$ cat config.mk
export PLATFORM = sky130hd
export DESIGN_NAME = rc4_keystream_xor_top
export DESIGN_NICKNAME = d
export VERILOG_FILES = /design/src/sv/rc4_pkg.sv /design/src/sv/rc4_ram.sv /design/src/sv/rc4_useq.sv /design/src/sv/rc4_dp.sv /design/src/sv/rc4_keystream_xor_top.sv
export VERILOG_INCLUDE_DIRS = /design/src /design/src/sv
export SDC_FILE = /design/constraint.sdc
export NUM_CORES = 2
export LEC_CHECK = 0
export ABC_AREA = 0
export BUFFER_PORTS_ARGS = -buffer_cell sky130_fd_sc_hd__buf_4
export CORE_MARGIN = 4
export CORE_UTILIZATION = 42
export CTS_CLUSTER_SIZE = 25
export DETAILED_ROUTE_END_ITERATION = 12
export PLACE_DENSITY = 0.62
export SYNTH_ARGS = -nofsm -noshare
export SYNTH_HDL_FRONTEND = slang
export SYNTH_SLANG_ARGS = --single-unit
$ cat constraint.sdc
create_clock -name clock -period 7.3 [get_ports clock]
set_input_delay 1.46 -clock clock [delete_from_list [all_inputs] [get_ports clock]]
set_output_delay 1.46 -clock clock [all_outputs]
set_load 0.005 [all_outputs]
$ cat src/sv/assert_macros.svh
// ----------------------------------------------------------------------------
// assert_macros.svh
// shared assertion macros, empty when synthesizing
// ----------------------------------------------------------------------------
`ifndef ASSERT_MACROS_SVH
`define ASSERT_MACROS_SVH

`ifndef SYNTHESIS

// same-cycle implication
`define RC4_ASSERT_IMPL(label, clk, rst, ante, cons) \
   label: assert property (@(posedge clk) disable iff (rst) (ante) |-> (cons)) \
      else $error("assertion failed");

// next-cycle implication
`define RC4_ASSERT_NEXT(label, clk, rst, ante, cons) \
   label: assert property (@(posedge clk) disable iff (rst) (ante) |=> (cons)) \
      else $error("assertion failed");

`else

`define RC4_ASSERT_IMPL(label, clk, rst, ante, cons)
`define RC4_ASSERT_NEXT(label, clk, rst, ante, cons)

`endif

`endif

$ cat src/sv/rc4_pkg.sv
// ----------------------------------------------------------------------------
// rc4_pkg
// types and constants shared by the rc4 sequencer and datapath
// ----------------------------------------------------------------------------
`timescale 1ns / 1ps

package rc4_pkg;

   localparam int BYTE_W     = 8;
   localparam int PERM_DEPTH = 256;
   localparam int PERM_AW    = 8;
   localparam int KEY_MAX    = 16;
   localparam int KEY_IDX_W  = 4;
   localparam int KEY_REG_W  = 64;
   localparam int CSR_IDX_W  = 2;
   localparam int UPC_W      = 4;

   // register indexes
   localparam logic [CSR_IDX_W-1:0] REG_KEY_LOW  = 2'd0;
   localparam logic [CSR_IDX_W-1:0] REG_KEY_HIGH = 2'd1;

   typedef logic [UPC_W-1:0] upc_type;

   // microcode step addresses
   localparam upc_type UPC_FILL     = 4'd0;
   localparam upc_type UPC_FILL_END = 4'd1;
   localparam upc_type UPC_KA       = 4'd2;
   localparam upc_type UPC_KB       = 4'd3;
   localparam upc_type UPC_KC       = 4'd4;
   localparam upc_type UPC_KD       = 4'd5;
   localparam upc_type UPC_KEND     = 4'd6;
   localparam upc_type UPC_P0       = 4'd7;
   localparam upc_type UPC_P1       = 4'd8;
   localparam upc_type UPC_P2       = 4'd9;
   localparam upc_type UPC_P3       = 4'd10;
   localparam upc_type UPC_P4       = 4'd11;
   localparam upc_type UPC_DISPATCH = 4'd12;

   typedef enum logic [1:0] {
      ADDR_K,
      ADDR_J_NEXT,
      ADDR_I_NEXT,
      ADDR_T
   } addr_sel_type;

   typedef enum logic [2:0] {
      WR_NONE,
      WR_FILL,
      WR_K_RD,
      WR_I_RD,
      WR_J_SI
   } wr_sel_type;

   typedef enum logic [1:0] {
      J_HOLD,
      J_CLEAR,
      J_KSA,
      J_PRGA
   } j_op_type;

   typedef enum logic [1:0] {
      I_HOLD,
      I_CLEAR,
      I_INC
   } i_op_type;

   typedef enum logic [2:0] {
      COND_NONE,
      COND_ALWAYS,
      COND_K_NOT_LAST,
      COND_KS_IDLE,
      COND_OUT_BUSY,
      COND_DISPATCH
   } cond_type;

   // one control word of the microprogram
   typedef struct packed {
      addr_sel_type addr_sel;
      wr_sel_type   wr_sel;
      j_op_type     j_op;
      i_op_type     i_op;
      logic         si_ld;
      logic         sj_ld;
      logic         k_inc;
      logic         kc_inc;
      logic         ks_clr;
      logic         emit;
      logic         take;
      cond_type     cond;
      upc_type      target;
   } ctrl_type;

   // datapath status seen by the sequencer
   typedef struct packed {
      logic accept;
      logic first;
      logic k_last;
      logic ks;
      logic out_busy;
   } status_type;

endpackage

$ cat src/sv/rc4_ram.sv
// ----------------------------------------------------------------------------
// rc4_ram
// generic simple dual-port ram, one write and one registered read port
// ----------------------------------------------------------------------------
`timescale 1ns / 1ps

module rc4_ram #(
   parameter int WIDTH = 8,
   parameter int DEPTH = 256,
   localparam int ADDR_W = $clog2(DEPTH)
) (
   input  logic              clock,
   input  logic              we,
   input  logic [ADDR_W-1:0] waddr,
   input  logic [WIDTH-1:0]  wdata,
   input  logic [ADDR_W-1:0] raddr,
   output logic [WIDTH-1:0]  rdata
);

   logic [WIDTH-1:0] mem_ff [DEPTH];
   logic [WIDTH-1:0] rdata_ff;

   // read returns the old word on a same-address write
   always_ff @(posedge clock) begin
      if (we) begin
         mem_ff[waddr] <= wdata;
      end
      rdata_ff <= mem_ff[raddr];
   end

   assign rdata = rdata_ff;

endmodule

$ cat src/sv/rc4_useq.sv
// ----------------------------------------------------------------------------
// rc4_useq
// microprogram rom, step counter and jump logic
// ----------------------------------------------------------------------------
`timescale 1ns / 1ps
`include "assert_macros.svh"

module rc4_useq (
   input  logic                clock,
   input  logic                reset,
   input  rc4_pkg::status_type status,
   output rc4_pkg::ctrl_type   ctrl
);

   import rc4_pkg::*;

   upc_type upc_ff;
   upc_type upc_in;

   function automatic ctrl_type ucode_word(input upc_type step);
      ctrl_type w;
      w = '0;
      unique case (step)
         UPC_FILL: begin
            w.wr_sel = WR_FILL;
            w.k_inc  = 1'b1;
            w.cond   = COND_K_NOT_LAST;
            w.target = UPC_FILL;
         end
         UPC_FILL_END: begin
            w.cond   = COND_KS_IDLE;
            w.target = UPC_DISPATCH;
         end
         UPC_KA: begin
            w.addr_sel = ADDR_K;
         end
         UPC_KB: begin
            w.si_ld    = 1'b1;
            w.j_op     = J_KSA;
            w.addr_sel = ADDR_J_NEXT;
         end
         UPC_KC: begin
            w.wr_sel = WR_K_RD;
         end
         UPC_KD: begin
            w.wr_sel = WR_J_SI;
            w.k_inc  = 1'b1;
            w.kc_inc = 1'b1;
            w.cond   = COND_K_NOT_LAST;
            w.target = UPC_KA;
         end
         UPC_KEND: begin
            w.i_op   = I_CLEAR;
            w.j_op   = J_CLEAR;
            w.ks_clr = 1'b1;
         end
         UPC_P0: begin
            w.i_op     = I_INC;
            w.addr_sel = ADDR_I_NEXT;
         end
         UPC_P1: begin
            w.si_ld    = 1'b1;
            w.j_op     = J_PRGA;
            w.addr_sel = ADDR_J_NEXT;
         end
         UPC_P2: begin
            w.sj_ld  = 1'b1;
            w.wr_sel = WR_I_RD;
         end
         UPC_P3: begin
            w.wr_sel   = WR_J_SI;
            w.addr_sel = ADDR_T;
         end
         UPC_P4: begin
            w.addr_sel = ADDR_T;
            w.emit     = 1'b1;
            w.cond     = COND_OUT_BUSY;
            w.target   = UPC_P4;
         end
         UPC_DISPATCH: begin
            w.take     = 1'b1;
            w.addr_sel = ADDR_I_NEXT;
            w.cond     = COND_DISPATCH;
            w.target   = UPC_P1;
         end
         default: begin
            w.cond   = COND_ALWAYS;
            w.target = UPC_DISPATCH;
         end
      endcase
      return w;
   endfunction

   assign ctrl = ucode_word(upc_ff);

   always_comb begin
      upc_in = upc_ff + 1'b1;
      unique case (ctrl.cond)
         COND_NONE:       upc_in = upc_ff + 1'b1;
         COND_ALWAYS:     upc_in = ctrl.target;
         COND_K_NOT_LAST: upc_in = status.k_last ? upc_ff + 1'b1 : ctrl.target;
         COND_KS_IDLE:    upc_in = status.ks ? upc_ff + 1'b1 : ctrl.target;
         COND_OUT_BUSY:   upc_in = status.out_busy ? ctrl.target : upc_ff + 1'b1;
         COND_DISPATCH: begin
            priority if (!status.accept) upc_in = upc_ff;
            else if (status.first)       upc_in = UPC_FILL;
            else                         upc_in = ctrl.target;
         end
         default:         upc_in = UPC_DISPATCH;
      endcase
   end

   always_ff @(posedge clock) begin
      if (reset) begin
         upc_ff <= UPC_FILL;
      end else begin
         upc_ff <= upc_in;
      end
   end

   `RC4_ASSERT_NEXT(a_first_goes_fill, clock, reset, status.accept && status.first, upc_ff == UPC_FILL)
   `RC4_ASSERT_NEXT(a_busy_holds_step, clock, reset, (ctrl.cond == COND_OUT_BUSY) && status.out_busy, upc_ff == $past(upc_ff))
   `RC4_ASSERT_IMPL(a_step_in_program, clock, reset, 1'b1, upc_ff <= UPC_DISPATCH)

endmodule

$ cat src/sv/rc4_dp.sv
// ----------------------------------------------------------------------------
// rc4_dp
// rc4 datapath: indices, swap registers, key registers, permutation ram
// ----------------------------------------------------------------------------
`timescale 1ns / 1ps
`include "assert_macros.svh"

module rc4_dp #(
   parameter int KEY_BYTES = 16
) (
   input  logic                                clock,
   input  logic                                reset,
   input  rc4_pkg::ctrl_type                   ctrl,
   output rc4_pkg::status_type                 status,
   input  logic                                req_valid,
   output logic                                req_stall,
   input  logic [rc4_pkg::BYTE_W-1:0]          req_data_byte,
   input  logic                                req_first,
   output logic                                rsp_valid,
   input  logic                                rsp_stall,
   output logic [rc4_pkg::BYTE_W-1:0]          rsp_cipher_byte,
   input  logic                                csr_we,
   input  logic [rc4_pkg::CSR_IDX_W-1:0]       csr_index,
   input  logic [rc4_pkg::KEY_REG_W-1:0]       csr_wdata
);

   import rc4_pkg::*;

   logic [BYTE_W-1:0]    i_ff, i_in;
   logic [BYTE_W-1:0]    j_ff, j_in;
   logic [PERM_AW-1:0]   k_ff, k_in;
   logic [KEY_IDX_W-1:0] kc_ff, kc_in;
   logic                 ks_ff, ks_in;
   logic [BYTE_W-1:0]    si_ff, sj_ff, data_ff;
   logic                 rsp_valid_ff, rsp_valid_in;
   logic [BYTE_W-1:0]    rsp_cipher_byte_ff;
   logic [KEY_REG_W-1:0] key_low_ff, key_high_ff;

   logic [KEY_MAX-1:0][BYTE_W-1:0] key_bytes;
   logic [BYTE_W-1:0]  key_byte;
   logic [BYTE_W-1:0]  i_next, t_addr, z_byte;
   logic               accept, out_busy, load_rsp;

   logic               ram_we;
   logic [PERM_AW-1:0] ram_waddr, ram_raddr;
   logic [BYTE_W-1:0]  ram_wdata, ram_rdata;

   assign accept    = req_valid && ctrl.take;
   assign req_stall = !ctrl.take;
   assign out_busy  = rsp_valid_ff && rsp_stall;
   assign load_rsp  = ctrl.emit && !out_busy;

   assign key_bytes = {key_high_ff, key_low_ff};
   assign key_byte  = key_bytes[kc_ff];
   assign i_next    = i_ff + 1'b1;
   assign t_addr    = si_ff + sj_ff;
   // a read of S[j] races the swap write, so take the swapped-in value
   assign z_byte    = (t_addr == j_ff) ? si_ff : ram_rdata;

   assign status = '{accept:   accept,
                     first:    req_first,
                     k_last:   (k_ff == PERM_AW'(PERM_DEPTH - 1)),
                     ks:       ks_ff,
                     out_busy: out_busy};

   always_comb begin
      priority if (accept && req_first) begin
         j_in = '0;
      end else begin
         unique case (ctrl.j_op)
            J_HOLD:  j_in = j_ff;
            J_CLEAR: j_in = '0;
            J_KSA:   j_in = j_ff + ram_rdata + key_byte;
            J_PRGA:  j_in = j_ff + ram_rdata;
            default: j_in = j_ff;
         endcase
      end
   end

   always_comb begin
      priority if (accept && !req_first) begin
         i_in = i_next;
      end else begin
         unique case (ctrl.i_op)
            I_HOLD:  i_in = i_ff;
            I_CLEAR: i_in = '0;
            I_INC:   i_in = i_next;
            default: i_in = i_ff;
         endcase
      end
   end

   always_comb begin
      k_in  = ctrl.k_inc ? k_ff + 1'b1 : k_ff;
      kc_in = kc_ff;
      if (ctrl.kc_inc) begin
         kc_in = (kc_ff == KEY_IDX_W'(KEY_BYTES - 1)) ? '0 : kc_ff + 1'b1;
      end
      ks_in = ctrl.ks_clr ? 1'b0 : ks_ff;
      if (accept && req_first) begin
         k_in  = '0;
         kc_in = '0;
         ks_in = 1'b1;
      end
   end

   always_comb begin
      unique case (ctrl.addr_sel)
         ADDR_K:      ram_raddr = k_ff;
         ADDR_J_NEXT: ram_raddr = j_in;
         ADDR_I_NEXT: ram_raddr = i_next;
         ADDR_T:      ram_raddr = t_addr;
         default:     ram_raddr = k_ff;
      endcase
   end

   always_comb begin
      ram_we    = 1'b1;
      ram_waddr = k_ff;
      ram_wdata = '0;
      unique case (ctrl.wr_sel)
         WR_NONE: ram_we = 1'b0;
         WR_FILL: begin
            ram_waddr = k_ff;
            ram_wdata = k_ff;
         end
         WR_K_RD: begin
            ram_waddr = k_ff;
            ram_wdata = ram_rdata;
         end
         WR_I_RD: begin
            ram_waddr = i_ff;
            ram_wdata = ram_rdata;
         end
         WR_J_SI: begin
            ram_waddr = j_ff;
            ram_wdata = si_ff;
         end
         default: ram_we = 1'b0;
      endcase
   end

   always_comb begin
      if (load_rsp) begin
         rsp_valid_in = 1'b1;
      end else if (rsp_stall) begin
         rsp_valid_in = rsp_valid_ff;
      end else begin
         rsp_valid_in = 1'b0;
      end
   end

   always_ff @(posedge clock) begin
      if (reset) begin
         i_ff         <= '0;
         j_ff         <= '0;
         k_ff         <= '0;
         kc_ff        <= '0;
         ks_ff        <= 1'b0;
         rsp_valid_ff <= 1'b0;
         key_low_ff   <= '0;
         key_high_ff  <= '0;
      end else begin
         i_ff         <= i_in;
         j_ff         <= j_in;
         k_ff         <= k_in;
         kc_ff        <= kc_in;
         ks_ff        <= ks_in;
         rsp_valid_ff <= rsp_valid_in;
         if (csr_we && (csr_index == REG_KEY_LOW)) begin
            key_low_ff <= csr_wdata;
         end
         if (csr_we && (csr_index == REG_KEY_HIGH)) begin
            key_high_ff <= csr_wdata;
         end
      end
   end

   always_ff @(posedge clock) begin
      if (ctrl.si_ld) begin
         si_ff <= ram_rdata;
      end
      if (ctrl.sj_ld) begin
         sj_ff <= ram_rdata;
      end
      if (accept) begin
         data_ff <= req_data_byte;
      end
      if (load_rsp) begin
         rsp_cipher_byte_ff <= data_ff ^ z_byte;
      end
   end

   rc4_ram #(
      .WIDTH (BYTE_W),
      .DEPTH (PERM_DEPTH)
   ) u_perm_ram (
      .clock (clock),
      .we    (ram_we),
      .waddr (ram_waddr),
      .wdata (ram_wdata),
      .raddr (ram_raddr),
      .rdata (ram_rdata)
   );

   assign rsp_valid       = rsp_valid_ff;
   assign rsp_cipher_byte = rsp_cipher_byte_ff;

   `RC4_ASSERT_IMPL(a_no_write_on_take, clock, reset, ctrl.take, !ram_we)
   `RC4_ASSERT_NEXT(a_emit_sets_valid, clock, reset, load_rsp, rsp_valid_ff)
   `RC4_ASSERT_IMPL(a_schedule_wraps_k, clock, reset, ctrl.ks_clr, k_ff == '0)

endmodule

$ cat src/sv/rc4_keystream_xor_top.sv
// a plain item is taken at dispatch; steps P1 to P4 load its byte to rsp, then the next item is taken
// an item with first set first refills and reschedules the permutation before its byte is made
// byte rate is set by the one-write one-read permutation ram: three reads and two writes per byte
// reset is synchronous: indices and keys clear, then a fill pass writes the identity
// permutation into the ram while req_stall stays high (csr writes are taken as ever)
// ----------------------------------------------------------------------------
// rc4_keystream_xor_top
// rc4 stream cipher, one data item in and one xored item out per byte
// ----------------------------------------------------------------------------
`timescale 1ns / 1ps

module rc4_keystream_xor_top #(
   parameter int KEY_BYTES = 16
) (
   input  logic        clock,
   input  logic        reset,
   // input items
   input  logic        req_valid,
   output logic        req_stall,
   input  logic [7:0]  req_data_byte,
   input  logic        req_first,
   // result items
   output logic        rsp_valid,
   input  logic        rsp_stall,
   output logic [7:0]  rsp_cipher_byte,
   // key registers
   input  logic        csr_we,
   input  logic [1:0]  csr_index,
   input  logic [63:0] csr_wdata
);

   import rc4_pkg::*;

   // control word of the current step and datapath flags fed back for jumps
   ctrl_type   ctrl;
   status_type status;

   // sequencer: fill loop, key schedule loop, per-byte generator steps and
   // the dispatch step that is the only place an item is taken
   rc4_useq u_useq (
      .clock  (clock),
      .reset  (reset),
      .status (status),
      .ctrl   (ctrl)
   );

   // datapath: i, j, swap registers, key select and the permutation ram;
   // the output register lets the next item in while a result waits
   rc4_dp #(
      .KEY_BYTES (KEY_BYTES)
   ) u_dp (
      .clock           (clock),
      .reset           (reset),
      .ctrl            (ctrl),
      .status          (status),
      .req_valid       (req_valid),
      .req_stall       (req_stall),
      .req_data_byte   (req_data_byte),
      .req_first       (req_first),
      .rsp_valid       (rsp_valid),
      .rsp_stall       (rsp_stall),
      .rsp_cipher_byte (rsp_cipher_byte),
      .csr_we          (csr_we),
      .csr_index       (csr_index),
      .csr_wdata       (csr_wdata)
   );

endmodule
# Word-level counts from Yosys, hierarchy flattened
# Memories as Yosys holds them, arrays and structs flattened. A register that Yosys moved wholly into a read port is not among the register bits.
# Cells that the tools add are included.
# Widths: inputs -> output; s select.
# word_totals
regBits	194
ramBits	2048
out_inout_bits	10
elab_cells	120
n_memories	1
# mem_list
name	words	word_bits	read_ports	rd_ports_with_merged_regs	wr	line_no	source
u_dp.u_perm_ram.mem_ff	256	8	1	1	1	rc4_ram.sv:20	logic [WIDTH-1:0] mem_ff [DEPTH];
# classes
addsub	7
order_cmp	1
n_eq_ne	35
muxes	36
n_bitwise	1
reduce_logical	26
# op_table
operator	n
$pmux 8 s4	2
$pmux 7 s6	1
$bmux 8 s4	1
$mux 8	4
$pmux 8 s2	2
$add 8x8->8	3
$eq 4x4->1 const B	6
$mux 4	6
$pmux 4 s6	1
$pmux 8 s3	1
$add 8x1->8 const B	2
$eq 4x3->1 const B	4
$mux 1	14
$reduce_or 2->1	7
$eq 3x2->1 const B	4
$pmux 2 s3	2
$pmux 3 s4	1
$eq 2x2->1 const B	5
$eq 3x3->1 const B	3
$add 4x1->4 const B	2
$eq 2x1->1 const B	4
$eq 4x2->1 const B	2
$eq 8x8->1	1
$eq 8x8->1 const B	1
other kinds (15)	27

# Depth between registers and ports, before layout
# logic_depth
ltp_word	8
ltp_mapped	21

# Hierarchy
# A second synthesis with hierarchy kept.
# unflattened
cells_unflattened	4977
area_unflattened_um2	90214.0
# modules_own_cells
mod	n_inst	cells_per_inst	area_per_inst_um2	seq_area_each_um2
rc4_ram	1	3733	79556.3	61659.1
rc4_dp	1	1146	9895.7	4124.0
rc4_useq	1	98	762.0	80.1

# Worst setup path after synthesis
# Ideal clock, no wire load.
# synth_timing
kind	register -> register
start	register u_useq.upc_ff[0]
end	memory u_dp.u_perm_ram.mem_ff[0][0], data pin
setup_time_ps	823
t_arrival_ps	5099
setup_slack_ps	1378
path_stages_with_launch	9
path_buffers	2
synth_period_minus_slack_ps	5922
cell_sequence	dfxtp_1 inv_1 ha_1 buf_2 nor4_1 a41o_1 clkbuf_1 a22oi_1 nand2_1
# synth_via
elab_chain_cells	6
word_cells_on_any_way	13
# synth_rtl
element	line_no	source
start, declared	rc4_useq.sv:17	upc_type upc_ff;
start signal, assigned	rc4_useq.sv:117	upc_ff <= upc_in;
$eq 4x3->1 / $eq 4x4->1 (equally long branches)	rc4_useq.sv:23	unique case (step)
$reduce_or 2->1 (no source line)	n/a	
$pmux 3 s4 *	rc4_useq.sv:23	
$eq 3x2->1	rc4_dp.sv:121	unique case (ctrl.wr_sel)
$reduce_or 2->1 (no source line)	n/a	
$pmux 8 s3 *	rc4_dp.sv:121	
net u_dp.ram_wdata[0]	rc4_dp.sv:46	logic [BYTE_W-1:0] ram_wdata, ram_rdata;
end, declared	rc4_ram.sv:20	
# The timed path passes the listed nets; every way through them passes the cells marked *.

# Worst setup path in the final report
# layout_timing
start	register u_dp.kc_ff[0]
end	register u_dp.u_perm_ram.rdata_ff[0] (netlist: u_dp.u_perm_ram.rdata[0]), read port of u_dp.u_perm_ram.mem_ff
# layout_via
elab_chain_cells	6
# layout_rtl
element	line_no	source
start, declared	rc4_dp.sv:32	logic [KEY_IDX_W-1:0] kc_ff, kc_in;
start signal, assigned	rc4_dp.sv:167	kc_ff <= kc_in;
$bmux 8 s4	rc4_dp.sv:54	assign key_byte = key_bytes[kc_ff];
$mux 8 (implied by the code)	rc4_dp.sv:54	
$add 8x8->8	rc4_dp.sv:73	J_KSA: j_in = j_ff + ram_rdata + key_byte;
$pmux 8 s4	rc4_dp.sv:70	unique case (ctrl.j_op)
$mux 8	rc4_dp.sv:67	priority if (accept && req_first) begin
$pmux 8 s4	rc4_dp.sv:108	unique case (ctrl.addr_sel)
end, declared	rc4_ram.sv:21	logic [WIDTH-1:0] rdata_ff;
# No other way between the ends. The select of a mux whose other input is x is not followed.
# A chain may end at the register's enable or synchronous reset.

==> run summary <==
top cells by count, synth -> edfxtp_1 (2,080), nand2_1 (1,812), nand3_1 (578), a21oi_1 (397), nor2_1 (357)
Die W -> 477 um
fin crit period -> 6.94 ns
HP Class -> flip-flop to flip-flop
Yosys reg bits -> 2,250
gr usage total -> 24.2%
Sw Share -> 42.1%
Fmax -> 144 MHz
top cell type's share of synthesized area -> 67.5%
outcome -> complete, no violations
pin count of the biggest net entering global routing -> 168
DR vias/cell -> 6.08
worst hold start -> u_dp.key_low_ff[6]$_SDFFE_PP0P_
Internal -> 28.0 mW
Pleak -> 34.8 nW
DR iter-0 viols -> 8,871
pre-CTS WS -> 0.318 ns
Synth area leaders -> edfxtp_1 (68%), nand2_1 (7.4%), dfxtp_1 (3.7%), nand3_1 (3.1%), a21oi_1 (2.1%)
# port buffers -> 89
die height -> 477 um
most common cell in the netlist -> edfxtp_1
vias in the first global route -> 58,965
Worst-path clk slew -> 0.06 ns
Critical Path Source Type -> flip-flop
maximum fanout along the worst path -> 36
post-layout util -> 47.4%
CTS H-tree depth -> 4
clock share of power -> 23.6%
TritonCTS clock tree -> done
GP Congestion -> 0.949
fin worst setup slack -> 0.360 ns
clock buffer count from CTS -> 223
Setup-failing EPs final -> 0
first-pass GRT wire length -> 412 mm
Gate Count Post-Synth -> 7,184
hold buffers post-CTS -> 0
Critical Path RT -> 8.12 ns
ratio of cells with drive above 1 in the final layout -> 10.3%
worst-case clock buffer depth -> 3
RSZ-0062 raised after global routing -> no
post-DP HPWL -> 175 mm
TritonRoute pass-1 iters -> 7
Final Hold Fails -> 0
Ports -> 90
routed wire length per instance -> 27.7 um
Core Footprint -> 219,000 um^2
Comb pwr share -> 43.3%
end point of the worst hold path -> u_dp.key_low_ff[6]$_SDFFE_PP0P_
warnings from Yosys -> 0
Post-synth EDFFs -> 2,080
reg-to-reg critical path endpoint -> u_dp.u_perm_ram.rdata[0]$_DFF_P_
Starting Density -> 42.2%
worst setup path class -> flip-flop to flip-flop
Die ar. -> 228,000 um^2
row count -> 172
Synth cell types -> 87
net load switching power -> 20.3 mW
Hold Slack -> 0.453 ns
Synth Cell Area -> 92,500 um^2
VDD IR-drop max -> 0.000415 V
Finished Layout Cells -> 10,286
hold depth -> 2
slew margin rel. -> 12.1%
vias -> 62,501
GR Overflow Total -> 0
Syn Nets -> 7,296
Final period util -> 95.1%
initial antenna violation count -> 12
Yosys top cell by area -> edfxtp_1
ys flop type -> edfxtp_1
crit path capture type -> flip-flop
Design Area, Final -> 104,000 um^2
Async S/R FF share, synth -> 0%
Worst Skew -> 0.0535 ns
Slew @ Worst Pin -> 1.31 ns
final WL -> 285 mm
Area Growth Syn to Fin -> 12.3%
antenna-violating nets left -> 0
Skew-Pair Late Insertion Delay -> 0.89 ns
cell area after placement -> 96,700 um^2
detailed-route DRC error count -> 0
final slew viol count -> 0
dpl cells -> 9,867
CP arrival -> 7.76 ns
post-CTS resize count -> 0
Avg Inst Size Synth -> 12.9 um^2
r2r startpoint -> u_dp.kc_ff[0]$_SDFFE_PP0P_
sequential group share of total power -> 33.1%
buffer count from post-CTS setup fixing -> 0
NumNets Final -> 7,333
Pwr Density -> 465 nW/um^2
CTS Sinks -> 2,250
fraction of the yosys area taken by sequential cells -> 71.2%
max_cap viols -> 0
root buffer cell -> clkbuf_16
R2R depth -> 16
R2R setup slack -> 0.36 ns
## cell type report
| cell class | count | area (um^2) |
|---|---|---|
| fillers | 18940 | 115000 |
| flip-flops and latches | 2250 | 65900 |
| multi-input cells | 4406 | 24100 |
| clock buffers | 285 | 5870 |
| well taps | 2871 | 3590 |
| repair buffers | 322 | 2980 |
| clock inverters | 127 | 1350 |
| inverters | 18 | 67.6 |
| diodes | 7 | 17.5 |
## worst max-delay path: stages (launching register included)
cell      delay (ns)
dfxtp_2         0.77
mux4_2          0.60
mux4_2          0.55
ha_1            0.25
inv_1           0.09
fa_1            0.41
mux2_2          0.28
o31a_1          0.33
a221o_4         0.67
buf_12          0.26
buf_4           0.25
a311oi_1        0.27
a311oi_1        0.12
a31oi_1         0.48
o22ai_1         0.16
nor4bb_1        1.10
or4_1           0.22
## metrics by stage
| stage | total power, mW | setup TNS (ns) |
|---|---|---|
| after floorplan | 28.7 | 0 |
| after global placement | 36.5 | -0.163 |
| after detailed placement | 36.7 | 0 |
| after CTS | 48.0 | 0 |
| after global routing | 50.0 | 0 |
| final | 48.3 | 0 |
## sequential cells by signal, summed over array words and instances, names as in the netlist
name                    cells
u_dp.ks_ff                  1
u_dp.sj_ff                  8
u_dp.u_perm_ram.mem_ff   2048
u_dp.data_ff                8
u_dp.i_ff                   8
u_dp.j_ff                   8
u_dp.key_low_ff            64
u_dp.key_high_ff           64
u_useq.upc_ff               4
u_dp.si_ff                  8
u_dp.kc_ff                  4
u_dp.rsp_cipher_byte        8
u_dp.u_perm_ram.rdata       8
u_dp.rsp_valid              1
u_dp.k_ff                   8
## logic make-up (layout without fill, tap and decap cells)
logic type | Yosys count | after routing | synth area share [%]
simple gates | 3064 | 3064 | 14.1
flops | 2250 | 2250 | 71.2
compound gates | 1105 | 1105 | 8.12
buf+inv | 528 | 752 | 2.86
mux | 164 | 164 | 2.87
xor+xnor | 41 | 41 | 0.403
fa+ha+maj | 32 | 32 | 0.457
other cells | 0 | 7 | 0
## power by group through the flow
stage	Sequential [mW]	Combinational (mW)	Clock, mW
floorplan	16.6	12.1	0
global placement	16.3	20.2	0
detailed placement	16.3	20.4	0
CTS	16.0	20.5	11.5
global route	16.0	21.9	12.0
finish	16.0	20.9	11.4
## per-layer routing
metal  up-vias  GRT usage (%)  wire length [um]
met4        10           10.3             13200
met3       639           6.14             30900
met5         -              0                88
li1      26862              -                 -
met2      3643           37.0            129000
met1     31347           33.1            112000
## cells in the final DEF (no fill, tap or decap), types with 10 or more instances in the layout
| cell type | n |
|---|---|
| clkinv_1 | 52 |
| a21oi_1 | 395 |
| buf_4 | 277 |
| nand4_1 | 22 |
| mux4_2 | 81 |
| a22oi_1 | 55 |
| o22ai_1 | 39 |
| o31a_1 | 13 |
| o21ai_0 | 61 |
| a211oi_1 | 80 |
| a22o_1 | 15 |
| a31oi_1 | 87 |
| a311oi_1 | 189 |
| xor2_1 | 17 |
| buf_12 | 43 |
| clkbuf_16 | 223 |
| inv_1 | 18 |
| bufinv_16 | 20 |
| mux2i_1 | 80 |
| nand2_4 | 10 |
| o311ai_0 | 12 |
| clkinv_2 | 29 |
| clkbuf_1 | 56 |
| nor2_1 | 354 |
| xnor2_1 | 23 |
| ha_1 | 29 |
| nand3_1 | 577 |
| nand2_1 | 1802 |
| dfxtp_1 | 169 |
| nor4_1 | 13 |
| edfxtp_1 | 2080 |
| a221oi_1 | 10 |
| and3_1 | 163 |
| nor3_1 | 54 |
| and2_1 | 10 |
| a32oi_1 | 47 |
## worst max-delay path by stage
stage          cells after the start  slack [ns]                          start                                     end
3_3_place_gp                      15       -0.16     u_dp.kc_ff[0]$_SDFFE_PP0P_        u_dp.u_perm_ram.rdata[1]$_DFF_P_
5_1_grt                           15        0.14     u_dp.kc_ff[0]$_SDFFE_PP0P_        u_dp.u_perm_ram.rdata[1]$_DFF_P_
4_1_cts                           16        0.23     u_dp.kc_ff[0]$_SDFFE_PP0P_        u_dp.u_perm_ram.rdata[1]$_DFF_P_
3_5_place_dp                      16        0.32     u_dp.kc_ff[0]$_SDFFE_PP0P_        u_dp.u_perm_ram.rdata[1]$_DFF_P_
6_report                          16        0.36     u_dp.kc_ff[0]$_SDFFE_PP0P_        u_dp.u_perm_ram.rdata[0]$_DFF_P_
2_1_floorplan                      8        1.38  u_useq.upc_ff[0]$_SDFFE_PP0P_  u_dp.u_perm_ram.mem_ff[0][0]$_DFFE_PP_
Note: power is estimated with default switching activity, not from simulation.
